[src/sv/ir_remote_frame_transmitter_top_defines.svh]
// ----------------------------------------------------------------------------
// IR remote frame transmitter: assertion macros
// Shorthand for concurrent checks clocked on clk_i and disabled in reset.
// ----------------------------------------------------------------------------
`ifndef IR_REMOTE_FRAME_TRANSMITTER_TOP_DEFINES_SVH
`define IR_REMOTE_FRAME_TRANSMITTER_TOP_DEFINES_SVH

// condition holds at every edge
`define IRTX_ASSERT_NOW(label, cond, msg) \
  label: assert property (@(posedge clk_i) disable iff (!rst_ni) (cond)) else $error(msg);

// same-cycle implication
`define IRTX_ASSERT_IMP(label, ante, cons, msg) \
  label: assert property (@(posedge clk_i) disable iff (!rst_ni) (ante) |-> (cons)) \
    else $error(msg);

// next-cycle implication
`define IRTX_ASSERT_NXT(label, ante, cons, msg) \
  label: assert property (@(posedge clk_i) disable iff (!rst_ni) (ante) |=> (cons)) \
    else $error(msg);

`endif

[src/sv/irtx_pkg.sv]
// ----------------------------------------------------------------------------
// IR remote frame transmitter package
// Shared types, timing constants and register defaults.
// ----------------------------------------------------------------------------
package irtx_pkg;

  // default build parameters
  localparam int unsigned CARRIER_HALF_US = 13;
  localparam int unsigned BIT_MARK_US     = 434;
  localparam int unsigned FRAME_BITS      = 32;

  // fixed frame timing, microseconds
  localparam int unsigned LEADER_US       = 6750;
  localparam int unsigned LEADER_SPACE_US = 4520;
  localparam int unsigned GAP_US          = 44000;
  localparam int unsigned REPEAT_SPACE_US = 2220;
  localparam int unsigned TAIL_US         = 200000;

  localparam int unsigned CodeW   = 32;
  localparam int unsigned IdleW   = 20;
  localparam int unsigned TimeW   = 18;
  localparam int unsigned CfgIdxW = 3;
  localparam int unsigned BtnW    = 8;

  // active-low button bytes
  localparam logic [BtnW-1:0] BTN_POWER    = 8'hFE;
  localparam logic [BtnW-1:0] BTN_VOL_UP   = 8'hEF;
  localparam logic [BtnW-1:0] BTN_INPUT    = 8'hFB;
  localparam logic [BtnW-1:0] BTN_VOL_DOWN = 8'h7D;
  localparam logic [BtnW-1:0] BTN_MUTE     = 8'hF7;

  // register defaults
  localparam logic [CodeW-1:0] RST_POWER_DOWN = 32'd1637877497;
  localparam logic [CodeW-1:0] RST_POWER_UP   = 32'd1637910137;
  localparam logic [CodeW-1:0] RST_VOL_UP     = 32'd1637888207;
  localparam logic [CodeW-1:0] RST_VOL_DOWN   = 32'd1637920847;
  localparam logic [CodeW-1:0] RST_INPUT      = 32'd1637878517;
  localparam logic [CodeW-1:0] RST_MUTE       = 32'd1637904527;
  localparam logic [IdleW-1:0] RST_IDLE_LIMIT = 20'd1000000;

  typedef enum logic [CfgIdxW-1:0] {
    CFG_POWER_DOWN   = 3'd0,
    CFG_POWER_UP     = 3'd1,
    CFG_VOL_UP       = 3'd2,
    CFG_VOL_DOWN     = 3'd3,
    CFG_INPUT_SELECT = 3'd4,
    CFG_MUTE         = 3'd5,
    CFG_IDLE_LIMIT   = 3'd6
  } cfg_idx_e;

  typedef enum logic [3:0] {
    PH_IDLE, PH_LEAD_MARK, PH_LEAD_SPACE, PH_BIT_MARK, PH_BIT_SPACE,
    PH_STOP_MARK, PH_GAP, PH_REP_MARK, PH_REP_SPACE, PH_REP_STOP,
    PH_TAIL, PH_EXTRA
  } phase_e;

  typedef struct packed {
    logic [CodeW-1:0] power_down_code;
    logic [CodeW-1:0] power_up_code;
    logic [CodeW-1:0] volume_up_code;
    logic [CodeW-1:0] volume_down_code;
    logic [CodeW-1:0] input_select_code;
    logic [CodeW-1:0] mute_code;
    logic [IdleW-1:0] idle_limit;
  } cfg_t;

  typedef struct packed {
    logic sleep_request;
    logic busy_res;
    logic ir_level;
  } res_t;

endpackage

[src/sv/ir_remote_frame_transmitter_top.sv]
// An accepted beat passes the input holding register, then the output result register.
// Throughput: one beat per cycle unless the sink stalls; one microsecond tick per beat.
// Input holding register and output result register decouple the two stream sides.
// Reset (rst_ni low, async): engine idle, power flag off, idle count zero, codes at defaults.
// No clearing pass; the block takes beats from the first cycle after reset.
// ----------------------------------------------------------------------------
// IR remote frame transmitter top level
// Stream wrapper around the NEC-style frame engine and its register file.
// ----------------------------------------------------------------------------
module ir_remote_frame_transmitter_top #(
  parameter int unsigned CarrierHalfUs = irtx_pkg::CARRIER_HALF_US,
  parameter int unsigned BitMarkUs     = irtx_pkg::BIT_MARK_US,
  parameter int unsigned FrameBits     = irtx_pkg::FRAME_BITS
) (
  input  logic                           clk_i,
  input  logic                           rst_ni,
  // slave side: one beat per microsecond tick
  input  logic                           s_axis_tvalid,
  output logic                           s_axis_tready,
  input  logic [7:0]                     s_axis_tdata,   // [7:0] buttons
  // master side
  output logic                           m_axis_tvalid,
  input  logic                           m_axis_tready,
  output logic [7:0]                     m_axis_tdata,   // [0] ir_level, [1] busy_res,
                                                         // [2] sleep_request, [7:3] zero
  // register write channel
  input  logic                           cfg_valid_i,
  output logic                           cfg_ready_o,
  input  logic [irtx_pkg::CfgIdxW-1:0]   cfg_index_i,
  input  logic [irtx_pkg::CodeW-1:0]     cfg_data_i
);

  irtx_pkg::cfg_t            cfg;
  irtx_pkg::res_t            res, out_res_q;
  logic                      in_valid_q, out_valid_q, step;
  logic [irtx_pkg::BtnW-1:0] in_buttons_q;

  // a held beat moves to the output register when that register is free or draining
  assign step          = in_valid_q && (!out_valid_q || m_axis_tready);
  assign s_axis_tready = !in_valid_q || step;
  assign cfg_ready_o   = 1'b1;

  always_ff @(posedge clk_i or negedge rst_ni) begin
    if (!rst_ni) begin
      in_valid_q <= 1'b0;
    end else if (s_axis_tready) begin
      in_valid_q <= s_axis_tvalid;
    end
  end

  always_ff @(posedge clk_i) begin
    if (s_axis_tvalid && s_axis_tready) begin
      in_buttons_q <= s_axis_tdata;
    end
  end

  always_ff @(posedge clk_i or negedge rst_ni) begin
    if (!rst_ni) begin
      out_valid_q <= 1'b0;
    end else if (step) begin
      out_valid_q <= 1'b1;
    end else if (m_axis_tready) begin
      out_valid_q <= 1'b0;
    end
  end

  always_ff @(posedge clk_i) begin
    if (step) begin
      out_res_q <= res;
    end
  end

  irtx_cfg_regs u_cfg (
    .clk_i       (clk_i),
    .rst_ni      (rst_ni),
    .cfg_valid_i (cfg_valid_i),
    .cfg_index_i (cfg_index_i),
    .cfg_data_i  (cfg_data_i),
    .cfg_o       (cfg)
  );

  irtx_engine #(
    .CarrierHalfUs (CarrierHalfUs),
    .BitMarkUs     (BitMarkUs),
    .FrameBits     (FrameBits)
  ) u_engine (
    .clk_i     (clk_i),
    .rst_ni    (rst_ni),
    .step_i    (step),
    .buttons_i (in_buttons_q),
    .cfg_i     (cfg),
    .res_o     (res)
  );

  assign m_axis_tvalid = out_valid_q;
  assign m_axis_tdata  = {5'b0, out_res_q.sleep_request, out_res_q.busy_res,
                          out_res_q.ir_level};

endmodule

[src/sv/irtx_cfg_regs.sv]
// ----------------------------------------------------------------------------
// IR remote frame transmitter: configuration registers
// Frame codes and idle limit, written one register per beat.
// ----------------------------------------------------------------------------
module irtx_cfg_regs (
  input  logic                           clk_i,
  input  logic                           rst_ni,
  input  logic                           cfg_valid_i,
  input  logic [irtx_pkg::CfgIdxW-1:0]   cfg_index_i,
  input  logic [irtx_pkg::CodeW-1:0]     cfg_data_i,
  output irtx_pkg::cfg_t                 cfg_o
);

  irtx_pkg::cfg_t cfg_q, cfg_d;

  always_comb begin
    cfg_d = cfg_q;
    if (cfg_valid_i) begin
      case (cfg_index_i)
        irtx_pkg::CFG_POWER_DOWN:   cfg_d.power_down_code   = cfg_data_i;
        irtx_pkg::CFG_POWER_UP:     cfg_d.power_up_code     = cfg_data_i;
        irtx_pkg::CFG_VOL_UP:       cfg_d.volume_up_code    = cfg_data_i;
        irtx_pkg::CFG_VOL_DOWN:     cfg_d.volume_down_code  = cfg_data_i;
        irtx_pkg::CFG_INPUT_SELECT: cfg_d.input_select_code = cfg_data_i;
        irtx_pkg::CFG_MUTE:         cfg_d.mute_code         = cfg_data_i;
        irtx_pkg::CFG_IDLE_LIMIT:   cfg_d.idle_limit        = cfg_data_i[irtx_pkg::IdleW-1:0];
        default: ; // unmapped index: dropped
      endcase
    end
  end

  always_ff @(posedge clk_i or negedge rst_ni) begin
    if (!rst_ni) begin
      cfg_q.power_down_code   <= irtx_pkg::RST_POWER_DOWN;
      cfg_q.power_up_code     <= irtx_pkg::RST_POWER_UP;
      cfg_q.volume_up_code    <= irtx_pkg::RST_VOL_UP;
      cfg_q.volume_down_code  <= irtx_pkg::RST_VOL_DOWN;
      cfg_q.input_select_code <= irtx_pkg::RST_INPUT;
      cfg_q.mute_code         <= irtx_pkg::RST_MUTE;
      cfg_q.idle_limit        <= irtx_pkg::RST_IDLE_LIMIT;
    end else begin
      cfg_q <= cfg_d;
    end
  end

  assign cfg_o = cfg_q;

endmodule

[src/sv/irtx_engine.sv]
// ----------------------------------------------------------------------------
// IR remote frame transmitter: frame engine
// Phase sequencer, carrier counter and idle counter; one tick per step.
// ----------------------------------------------------------------------------
`include "ir_remote_frame_transmitter_top_defines.svh"

module irtx_engine #(
  parameter int unsigned CarrierHalfUs = irtx_pkg::CARRIER_HALF_US,
  parameter int unsigned BitMarkUs     = irtx_pkg::BIT_MARK_US,
  parameter int unsigned FrameBits     = irtx_pkg::FRAME_BITS
) (
  input  logic                        clk_i,
  input  logic                        rst_ni,
  input  logic                        step_i,
  input  logic [irtx_pkg::BtnW-1:0]   buttons_i,
  input  irtx_pkg::cfg_t              cfg_i,
  output irtx_pkg::res_t              res_o
);

  localparam int unsigned CarrierPeriod = 2 * CarrierHalfUs;
  localparam int unsigned CpcW          = (CarrierPeriod > 1) ? $clog2(CarrierPeriod) : 1;
  localparam int unsigned BlW           = $clog2(FrameBits + 1);
  localparam int unsigned TimeW         = irtx_pkg::TimeW;
  localparam int unsigned CodeW         = irtx_pkg::CodeW;
  localparam int unsigned IdleW         = irtx_pkg::IdleW;

  // mark lengths are whole carrier cycles
  localparam int unsigned LeadMarkTicks = (irtx_pkg::LEADER_US / CarrierPeriod) * CarrierPeriod;
  localparam int unsigned BitMarkTicks  = (BitMarkUs / CarrierPeriod) * CarrierPeriod;
  localparam int unsigned OneSpaceUs    = 3 * (BitMarkUs + 90);
  localparam int unsigned ZeroSpaceUs   = BitMarkUs + 81;

  typedef irtx_pkg::phase_e phase_e;

  function automatic logic is_mark(phase_e ph);
    return (ph == irtx_pkg::PH_LEAD_MARK) || (ph == irtx_pkg::PH_BIT_MARK) ||
           (ph == irtx_pkg::PH_STOP_MARK) || (ph == irtx_pkg::PH_REP_MARK) ||
           (ph == irtx_pkg::PH_REP_STOP);
  endfunction

  function automatic logic [TimeW-1:0] phase_len(phase_e ph, logic msb);
    logic [TimeW-1:0] len;
    len = '0;
    unique case (ph)
      irtx_pkg::PH_LEAD_MARK,
      irtx_pkg::PH_REP_MARK:   len = TimeW'(LeadMarkTicks);
      irtx_pkg::PH_LEAD_SPACE: len = TimeW'(irtx_pkg::LEADER_SPACE_US);
      irtx_pkg::PH_BIT_MARK,
      irtx_pkg::PH_STOP_MARK,
      irtx_pkg::PH_REP_STOP:   len = TimeW'(BitMarkTicks);
      irtx_pkg::PH_BIT_SPACE:  len = msb ? TimeW'(OneSpaceUs) : TimeW'(ZeroSpaceUs);
      irtx_pkg::PH_GAP:        len = TimeW'(irtx_pkg::GAP_US);
      irtx_pkg::PH_REP_SPACE:  len = TimeW'(irtx_pkg::REPEAT_SPACE_US);
      irtx_pkg::PH_TAIL,
      irtx_pkg::PH_EXTRA:      len = TimeW'(irtx_pkg::TAIL_US);
      default:                 len = '0;
    endcase
    return len;
  endfunction

  // a mark shorter than one carrier cycle falls through to its space
  function automatic phase_e skip_empty(phase_e ph);
    phase_e nx;
    nx = ph;
    if (is_mark(ph) && (phase_len(ph, 1'b0) == '0)) begin
      unique case (ph)
        irtx_pkg::PH_LEAD_MARK: nx = irtx_pkg::PH_LEAD_SPACE;
        irtx_pkg::PH_BIT_MARK:  nx = irtx_pkg::PH_BIT_SPACE;
        irtx_pkg::PH_STOP_MARK: nx = irtx_pkg::PH_GAP;
        irtx_pkg::PH_REP_MARK:  nx = irtx_pkg::PH_REP_SPACE;
        default:                nx = irtx_pkg::PH_TAIL;
      endcase
    end
    return nx;
  endfunction

  phase_e             phase_q, phase_d, ph_w, ph_nx;
  logic [TimeW-1:0]   time_left_q, time_left_d, tl_w, tl_dec;
  logic [CpcW-1:0]    cpc_q, cpc_d, cpc_w;
  logic [CpcW:0]      cpc_inc;
  logic [BlW-1:0]     bits_left_q, bits_left_d, bl_w, bl_a;
  logic [CodeW-1:0]   shift_q, shift_d, fs_w, fs_a, code;
  logic               power_on_q, power_on_d;
  logic               extra_q, extra_d, ext_w, ext_a;
  logic [IdleW-1:0]   idle_count_q, idle_count_d, idle_inc;
  logic               start, busy, level, sleep;

  // idle side: button decode, frame start, idle counting
  always_comb begin
    ph_w         = phase_q;
    tl_w         = time_left_q;
    cpc_w        = cpc_q;
    fs_w         = shift_q;
    bl_w         = bits_left_q;
    ext_w        = extra_q;
    power_on_d   = power_on_q;
    idle_count_d = idle_count_q;
    idle_inc     = idle_count_q + 1'b1;
    sleep        = 1'b0;
    start        = 1'b1;
    code         = '0;
    if (phase_q == irtx_pkg::PH_IDLE) begin
      unique case (buttons_i)
        irtx_pkg::BTN_POWER: begin
          code       = power_on_q ? cfg_i.power_down_code : cfg_i.power_up_code;
          power_on_d = !power_on_q;
        end
        irtx_pkg::BTN_VOL_UP:   code = cfg_i.volume_up_code;
        irtx_pkg::BTN_INPUT: begin
          code  = cfg_i.input_select_code;
          ext_w = 1'b1;
        end
        irtx_pkg::BTN_VOL_DOWN: code = cfg_i.volume_down_code;
        irtx_pkg::BTN_MUTE:     code = cfg_i.mute_code;
        default:                start = 1'b0;
      endcase
      if (start) begin
        idle_count_d = '0;
        fs_w         = code;
        bl_w         = BlW'(FrameBits);
        ph_w         = skip_empty(irtx_pkg::PH_LEAD_MARK);
        tl_w         = phase_len(ph_w, code[CodeW-1]);
        cpc_w        = '0;
      end else if (idle_inc >= cfg_i.idle_limit) begin
        sleep        = 1'b1;
        idle_count_d = '0;
      end else begin
        idle_count_d = idle_inc;
      end
    end
  end

  // busy side: carrier output, countdown, phase advance
  always_comb begin
    busy    = (ph_w != irtx_pkg::PH_IDLE);
    level   = busy && is_mark(ph_w) && (cpc_w < CpcW'(CarrierHalfUs));
    cpc_inc = {1'b0, cpc_w} + 1'b1;
    tl_dec  = tl_w - 1'b1;
    fs_a    = fs_w;
    bl_a    = bl_w;
    ext_a   = ext_w;
    ph_nx   = irtx_pkg::PH_IDLE;
    unique case (ph_w)
      irtx_pkg::PH_LEAD_MARK:  ph_nx = irtx_pkg::PH_LEAD_SPACE;
      irtx_pkg::PH_LEAD_SPACE: ph_nx = irtx_pkg::PH_BIT_MARK;
      irtx_pkg::PH_BIT_MARK:   ph_nx = irtx_pkg::PH_BIT_SPACE;
      irtx_pkg::PH_BIT_SPACE: begin
        fs_a  = {fs_w[CodeW-2:0], 1'b0};
        if (bl_w != '0) bl_a = bl_w - 1'b1;
        ph_nx = (bl_a != '0) ? irtx_pkg::PH_BIT_MARK : irtx_pkg::PH_STOP_MARK;
      end
      irtx_pkg::PH_STOP_MARK:  ph_nx = irtx_pkg::PH_GAP;
      irtx_pkg::PH_GAP:        ph_nx = irtx_pkg::PH_REP_MARK;
      irtx_pkg::PH_REP_MARK:   ph_nx = irtx_pkg::PH_REP_SPACE;
      irtx_pkg::PH_REP_SPACE:  ph_nx = irtx_pkg::PH_REP_STOP;
      irtx_pkg::PH_REP_STOP:   ph_nx = irtx_pkg::PH_TAIL;
      irtx_pkg::PH_TAIL:       ph_nx = ext_w ? irtx_pkg::PH_EXTRA : irtx_pkg::PH_IDLE;
      irtx_pkg::PH_EXTRA: begin
        ext_a = 1'b0;
        ph_nx = irtx_pkg::PH_IDLE;
      end
      default:                 ph_nx = irtx_pkg::PH_IDLE;
    endcase
    ph_nx = skip_empty(ph_nx);

    phase_d     = ph_w;
    time_left_d = tl_w;
    cpc_d       = cpc_w;
    shift_d     = fs_w;
    bits_left_d = bl_w;
    extra_d     = ext_w;
    if (busy) begin
      time_left_d = tl_dec;
      cpc_d = (cpc_inc >= (CpcW+1)'(CarrierPeriod)) ? '0 : cpc_inc[CpcW-1:0];
      if (tl_dec == '0) begin
        phase_d     = ph_nx;
        time_left_d = phase_len(ph_nx, fs_a[CodeW-1]);
        cpc_d       = '0;
        shift_d     = fs_a;
        bits_left_d = bl_a;
        extra_d     = ext_a;
      end
    end
  end

  always_ff @(posedge clk_i or negedge rst_ni) begin
    if (!rst_ni) begin
      phase_q      <= irtx_pkg::PH_IDLE;
      time_left_q  <= '0;
      cpc_q        <= '0;
      bits_left_q  <= '0;
      shift_q      <= '0;
      power_on_q   <= 1'b0;
      extra_q      <= 1'b0;
      idle_count_q <= '0;
    end else if (step_i) begin
      phase_q      <= phase_d;
      time_left_q  <= time_left_d;
      cpc_q        <= cpc_d;
      bits_left_q  <= bits_left_d;
      shift_q      <= shift_d;
      power_on_q   <= power_on_d;
      extra_q      <= extra_d;
      idle_count_q <= idle_count_d;
    end
  end

  assign res_o.ir_level      = level;
  assign res_o.busy_res      = busy;
  assign res_o.sleep_request = sleep;

  `IRTX_ASSERT_IMP(a_active_has_time, phase_q != irtx_pkg::PH_IDLE, time_left_q != '0, "active phase with no time left")
  `IRTX_ASSERT_NOW(a_cpc_range, (CpcW+1)'(cpc_q) < (CpcW+1)'(CarrierPeriod), "carrier count out of range")
  `IRTX_ASSERT_NXT(a_busy_keeps_power, step_i && phase_q != irtx_pkg::PH_IDLE, $stable(power_on_q), "power flag moved while busy")
  `IRTX_ASSERT_NXT(a_sleep_clears_idle, step_i && res_o.sleep_request, idle_count_q == '0, "idle count not cleared on sleep")

endmodule

[config.mk]
export PLATFORM = sky130hd
export DESIGN_NAME = ir_remote_frame_transmitter_top
export DESIGN_NICKNAME = d
export VERILOG_FILES = /design/src/sv/irtx_pkg.sv /design/src/sv/ir_remote_frame_transmitter_top.sv /design/src/sv/irtx_cfg_regs.sv /design/src/sv/irtx_engine.sv
export VERILOG_INCLUDE_DIRS = /design/src /design/src/sv
export SDC_FILE = /design/constraint.sdc
export NUM_CORES = 1
export LEC_CHECK = 0
export BUFFER_PORTS_ARGS = -buffer_cell sky130_fd_sc_hd__buf_4
export CORE_ASPECT_RATIO = 1.5
export CORE_MARGIN = 4
export CORE_UTILIZATION = 40
export CTS_CLUSTER_DIAMETER = 40
export DETAILED_ROUTE_END_ITERATION = 10
export GPL_TIMING_DRIVEN = 0
export PLACE_DENSITY_LB_ADDON = 0.15
export SYNTH_ARGS = -nofsm -noshare
export SYNTH_HDL_FRONTEND = slang
export SYNTH_SLANG_ARGS = --single-unit
[constraint.sdc]
create_clock -name clk_i -period 6.12 [get_ports clk_i]
set_clock_uncertainty 0.1 [all_clocks]
set_input_delay 0.612 -clock clk_i [delete_from_list [all_inputs] [get_ports clk_i]]
set_output_delay 0.612 -clock clk_i [all_outputs]
set_load 0.02 [all_outputs]
Word level (Yosys, flattened, before mapping)
Memories as Yosys holds them, arrays and structs flattened.
Index checks and enable logic that the tools add are counted.
{"block": "word_totals", "ff_bits": 312, "input_bits": 48, "memories": 1, "elab_cells": 154, "mem_bits_ro": 256, "output_inout_bits": 11}
{"memory": "(name not given)", "depth": 16, "width": 16, "read_ports": 1, "rd_ports_with_merged_regs": 0, "write_ports": 0, "line_no": "irtx_engine.sv:44", "source": "unique case (ph)"}
{"block": "op_classes", "magnitude_cmp": 3, "bitwise": 1, "add_sub_neg": 4, "eq_ne": 38, "mux": 46, "reduce_logical": 40}
{"op": "$mux 32", "n": 6}
{"op": "$pmux 32 s5", "n": 1}
{"op": "$pmux 18 s7", "n": 1}
{"op": "$mux 18", "n": 4}
{"op": "$mux 6", "n": 7}
{"op": "$eq 4x3->1 const B", "n": 10}
{"op": "$mux 20", "n": 2}
{"op": "$pmux 4 s10", "n": 1}
{"op": "$eq 4x4->1 const B", "n": 9}
{"op": "$logic_not 18->1", "n": 2}
{"op": "$eq 8x8->1 const B", "n": 4}
{"op": "$mux 5", "n": 5}
{"op": "$mux 4", "n": 6}
{"op": "$add 20x1->20 const B", "n": 1}
{"op": "$eq 4x2->1 const B", "n": 5}
{"op": "$ge 20x20->1", "n": 1}
{"op": "$sub 18x1->18 const B", "n": 1}
{"op": "$pmux 4 s4", "n": 1}
{"op": "$reduce_and 2->1", "n": 8}
{"op": "$eq 4x1->1 const B", "n": 3}
{"op": "$reduce_bool 6->1", "n": 2}
{"op": "$mux 11", "n": 1}
{"op": "$logic_or 1x1->1", "n": 10}
{"op": "$mux 1", "n": 10}
{"op": "other kinds (20)", "n": 31}

Logic depth before layout (Yosys ltp)
{"block": "logic_depth", "depth_word": 24, "ltp_mapped": 23, "mapped_depth_nobuf": 20}

Hierarchy
From an unflattened synthesis, not the netlist that was laid out.
{"block": "unflattened", "cells_unflattened": 1394, "hier_area_um2": 15975.3}
{"mod": "irtx_cfg_regs", "area_each_um2": 8114.0, "instances": 1, "cells_each": 455, "seq_area_each_um2": 5411.4}
{"mod": "irtx_engine", "area_each_um2": 7374.6, "instances": 1, "cells_each": 912, "seq_area_each_um2": 2177.1}
{"mod": "ir_remote_frame_transmitter_top", "area_each_um2": 486.7, "instances": 1, "cells_each": 27, "seq_area_each_um2": 380.4}

Worst setup path after synthesis
No wires, ideal clock.
{"block": "synth_timing", "kind": "register to register", "startpoint": "register in_buttons_q[7] (netlist name)", "endpoint": "register u_engine.time_left_q[10]", "setup_time_ps": 76, "path_buffers": 3, "synth_period_minus_slack_ps": 5106, "path_stages_with_launch": 23, "arrival_ps": 4929, "required_time_ps": 5944, "setup_slack_ps": 1014, "cell_sequence": "edfxtp_1 -> and4b_1 -> o31a_1 -> o21ai_1 -> buf_2 -> buf_2 -> buf_1 -> nand2_1 -> ha_1 -> xnor2_1 -> nand3_1 -> a21oi_1 -> a311oi_1 -> a221o_1 -> inv_1 -> ha_1 -> or4b_2 -> nand2_1 -> a22o_1 -> a211o_1 -> nand2_1 -> a311o_1 -> o21ai_1"}
{"block": "synth_between", "elab_chain_cells": 24, "elab_cells_between_ends": 73, "classes_between": "add/sub (2); eq/ne (31); mux (25); reduce/logical (14); memory (1)"}
{"element": "from (decl)", "line_no": "ir_remote_frame_transmitter_top.sv:36", "source": "logic [irtx_pkg::BtnW-1:0] in_buttons_q;"}
{"element": "from (signal assigned)", "line_no": "ir_remote_frame_transmitter_top.sv:53", "source": "in_buttons_q <= s_axis_tdata;"}
{"element": "branches (longest 23 deep; another with $sub 6x1->6)"}
{"element": "$mux 18 (*)", "line_no": "irtx_engine.sv:172", "source": "if (busy) begin"}
{"element": "to (signal assigned)", "line_no": "irtx_engine.sv:198", "source": "time_left_q <= time_left_d;"}
{"element": "to (decl)", "line_no": "irtx_engine.sv:78", "source": "logic [TimeW-1:0] time_left_q, time_left_d, tl_w, tl_dec;"}
Every way passes the cells marked *. The select of a mux whose other input is x is not followed.
A chain may end at the register's enable or synchronous reset.

Worst setup path after layout
{"block": "layout_timing", "startpoint": "register in_buttons_q[7] (netlist name)", "endpoint": "register u_engine.time_left_q[6]"}
Same word-level chain as after synthesis.

==> flow_summary.ini <==
[cells_and_area]
antenna_cells = 0
area_growth_pct = 16.32
final_util_pct = 47.08
finalNetCount = 1574
finalNonFillerCells = 2030
drive_gt1_share_pct = 31.70

[placed_design]
hpwl_mm = 31.57
place_worst_setup_slack_ns = -0.3187
gp_congestion = 0.8684
placed_cells = 1949
port_buffers = 50

[grt]
grt_max_degree = 123
grtUsageTotal_pct = 20.83
grt_remaining_overflow = 0
antenna_found_initial = 0
grt_pass1_wl_mm = 70.35
grt_pass1_vias = 12100

[pwr]
power.total_w = 0.006357
p_leak_nw = 7.778
p_sw_w = 0.001713
pwr-share-clk_pct = 40.5
swShare_pct = 26.95
power_frac_seq_pct = 44.4
ir_drop_mv = 0.2338
comb_power_share_pct = 15.1
internal-power_w = 0.004644
p_per_area_nw_per_um2 = 343.5

[logic_synthesis]
synth_ff_type = dfrtp_1
synth_cells = 1393
yosysWarnings = 0
ys_seq_area_share_pct = 50.09
ys_async_sr_fraction_pct = 96.47
synth.top_cell.area_share_pct = 33.97
synth.most_common_cell = dfrtp_1
netlist_top_cells_count = dfrtp_1, mux2_2, nand2_1, nor2_1, dfstp_2
yosysTopAreaCell = dfrtp_1
synth-edff-count = 11
synth_area_leaders = dfrtp_1, mux2_2, dfstp_2
ys_ff_latch = 312
avgSynthCellArea_um2 = 11.42
ys_types = 80
syn_area_um2 = 15910

[min_path]
hold_path.class = in -> reg
hp-start = s_axis_tdata[7]
whs_path_depth = 1
hold_end = in_buttons_q[7]

[routing]
vias_per_cell = 5.745
drc = 0
drt_wl_total_mm = 44.48
firstDrtPassIters = 5
route.vias.total = 11660
drtIter0Drc = 598
wl_per_cell_um = 21.91
antenna_left = 0

[sta]
hold_violations = 0
max_slew_margin_pct = 20.08
rsz0062_at_grt = no
hold_slack_ns = 0.1475
worst_slew_pin_slew_ns = 1.196
max_freq_mhz = 173.3
fin_ws_ns = 0.3500
drv_slew = 0
fin_crit_sh_pct = 94.28
report.final.setup_viol = 0
fin_crit_ns = 5.770

[floorplan]
placeableCoreArea_um2 = 39310
ios = 59
chipWidth_um = 170.8
die-area_um2 = 43100
rows = 89
initial_core_util_pct = 40.47
fp.dieH_um = 252.3

[setup_path]
crit_fanout = 19
startpoint_type = flip-flop
r2r_start = in_buttons_q[7]
reg2reg_slack_ns = 0.35
worstPathCellList = and4b_1, o31a_1, o21ai_1, buf_4, buf_6, nand2_1, ha_1, mux2i_1, a22oi_1, a311oi_1, a221o_1, inv_1, ha_1, or4b_2, nand2_1, a22o_1, a211o_1, nor2_1, o21ai_0, a21oi_1, o22a_1
path_class = reg -> reg
crit_path_end_kind = flip-flop
worst_ep_required_time_ns = 6.44
reg2reg_to = u_engine.time_left_q[6]
cp.arrival_ns = 6.09
r2r_cells = 21
cpPeakStageDelay_ns = 0.71
critPathSlowestCell = or4b_2

[clocking]
postCtsSetupBuffers = 0
clock_sinks = 312
cts_root_buffer = clkbuf_16
path_clk_slew_ns = 0.05
clk_latency_ns = 0.56
clockBufferDepth = 3
cts_buffers = 44
htree_levels = 2
cts_tree = done

[status]
status = complete, no violations

[job]
drv_cap = 0
==> repair_timing <==
| action | 4_1_cts | 5_1_grt |
|---|---|---|
| endpoints found under the setup margin | 12 | 12 |
| hold endpoints to repair | 48 | 0 |
| gates cloned | 0 | 0 |
| resized for setup | 0 | 6 |
| hold buffers | 1 | 0 |
==> final cells by class <==
type | instances | area (µm²)
Multi-Input combinational cell | 961 | 7417
Fill cell | 3657 | 20800
Inverter | 32 | 120.1
Clock buffer | 52 | 1171
Timing Repair Buffer | 53 | 447.9
Sequential cell | 312 | 7969
Tap cell | 500 | 625.6
Clock inverter | 29 | 312.8
Buffer | 91 | 442.9
==> worst max-delay path: cells and delay by family, from the launching register on <==
kind / cells / cell delay, ns
AND/OR/NAND/NOR: 5 / 1.30
AO/OA/AOI/OAI: 10 / 2.36
buffers and inverters: 3 / 0.63
multiplexers: 1 / 0.23
adder cells (fa/ha/maj): 2 / 0.54
flip-flops: 1 / 0.48
==> layer usage <==
metal / global-route usage, % / part of all wire, % / up-vias
met3: 2.535 / 3.1 / 91
met4: 7.701 / 3.7 / 0
met5: 1.030 / 0 / -
li1: - / - / 5380
met2: 37.44 / 53 / 213
met1: 25.44 / 41 / 5978
==> flip-flops by register name (all words and copies together), names as in the netlist <==
signal / flops
u_engine.bits_left_q: 6
in_buttons_q: 8
in_valid_q: 1
u_engine.extra_q: 1
u_engine.cpc_q: 5
u_engine.shift_q: 32
u_engine.idle_count_q: 20
m_axis_tdata: 3
u_engine.power_on_q: 1
m_axis_tvalid: 1
u_cfg.cfg_o: 212
u_engine.time_left_q: 18
u_engine.phase_q: 4
==> power by group through the flow <==
| stage | sequential, W | clock, W | combinational, W |
|---|---|---|---|
| final | 0.00282 | 0.00258 | 0.000960 |
| after global routing | 0.00287 | 0.00271 | 0.00108 |
| after CTS | 0.00282 | 0.00263 | 0.000975 |
| after detailed placement | 0.00285 | 0 | 0.000972 |
| after global placement | 0.00283 | 0 | 0.000940 |
| after floorplan | 0.00278 | 0 | 0.000718 |
==> cell families (layout without fill, tap and decap cells) <==
| kind of cell | Yosys count | count (layout) | synth area share, % |
|---|---|---|---|
| compound gates | 306 | 306 | 13.80 |
| xor+xnor | 22 | 22 | 1.211 |
| fa+ha+maj | 31 | 31 | 2.438 |
| buf+inv | 124 | 257 | 3.507 |
| flops | 312 | 312 | 50.09 |
| mux | 248 | 248 | 17.29 |
| other cells | 2 | 6 | 0.04720 |
| simple gates | 348 | 348 | 11.62 |
==> per-stage QoR <==
stage                     area (µm²)  setup TNS, ns
after floorplan                15930              0
after global placement         16930         -2.457
after detailed placement       17000         -3.017
after CTS                      18490              0
after global routing           18510              0
final                          18510              0
==> cells in the final DEF, fill, tap and decap left out, types with 13 or more instances in the layout <==
master,netlist,final
a21oi_1,50,50
a221o_1,23,23
a221oi_1,59,59
a22o_1,14,14
and3_1,19,19
buf_4,8,58
clkbuf_1,62,66
clkbuf_16,0,44
dfrtp_1,216,216
dfstp_2,85,85
ha_1,31,31
inv_1,31,31
mux2_2,215,215
mux2i_1,33,33
nand2_1,94,94
nand2b_1,18,18
nor2_1,94,94
nor3_1,26,25
o211ai_1,17,17
o21ai_0,61,61
xnor2_1,13,13
==> worst max path at each step <==
stage | startpoint | to | cells after the start
after floorplan | in_buttons_q[7] | u_engine.time_left_q[10] | 22
after global routing | in_buttons_q[7] | u_engine.time_left_q[6] | 21
after CTS | in_buttons_q[7] | u_engine.time_left_q[6] | 21
final | in_buttons_q[7] | u_engine.time_left_q[6] | 21
after global placement | in_buttons_q[7] | u_engine.time_left_q[6] | 22
after detailed placement | in_buttons_q[7] | u_engine.time_left_q[6] | 22
No activity file was read; power rests on OpenSTA's default activity.
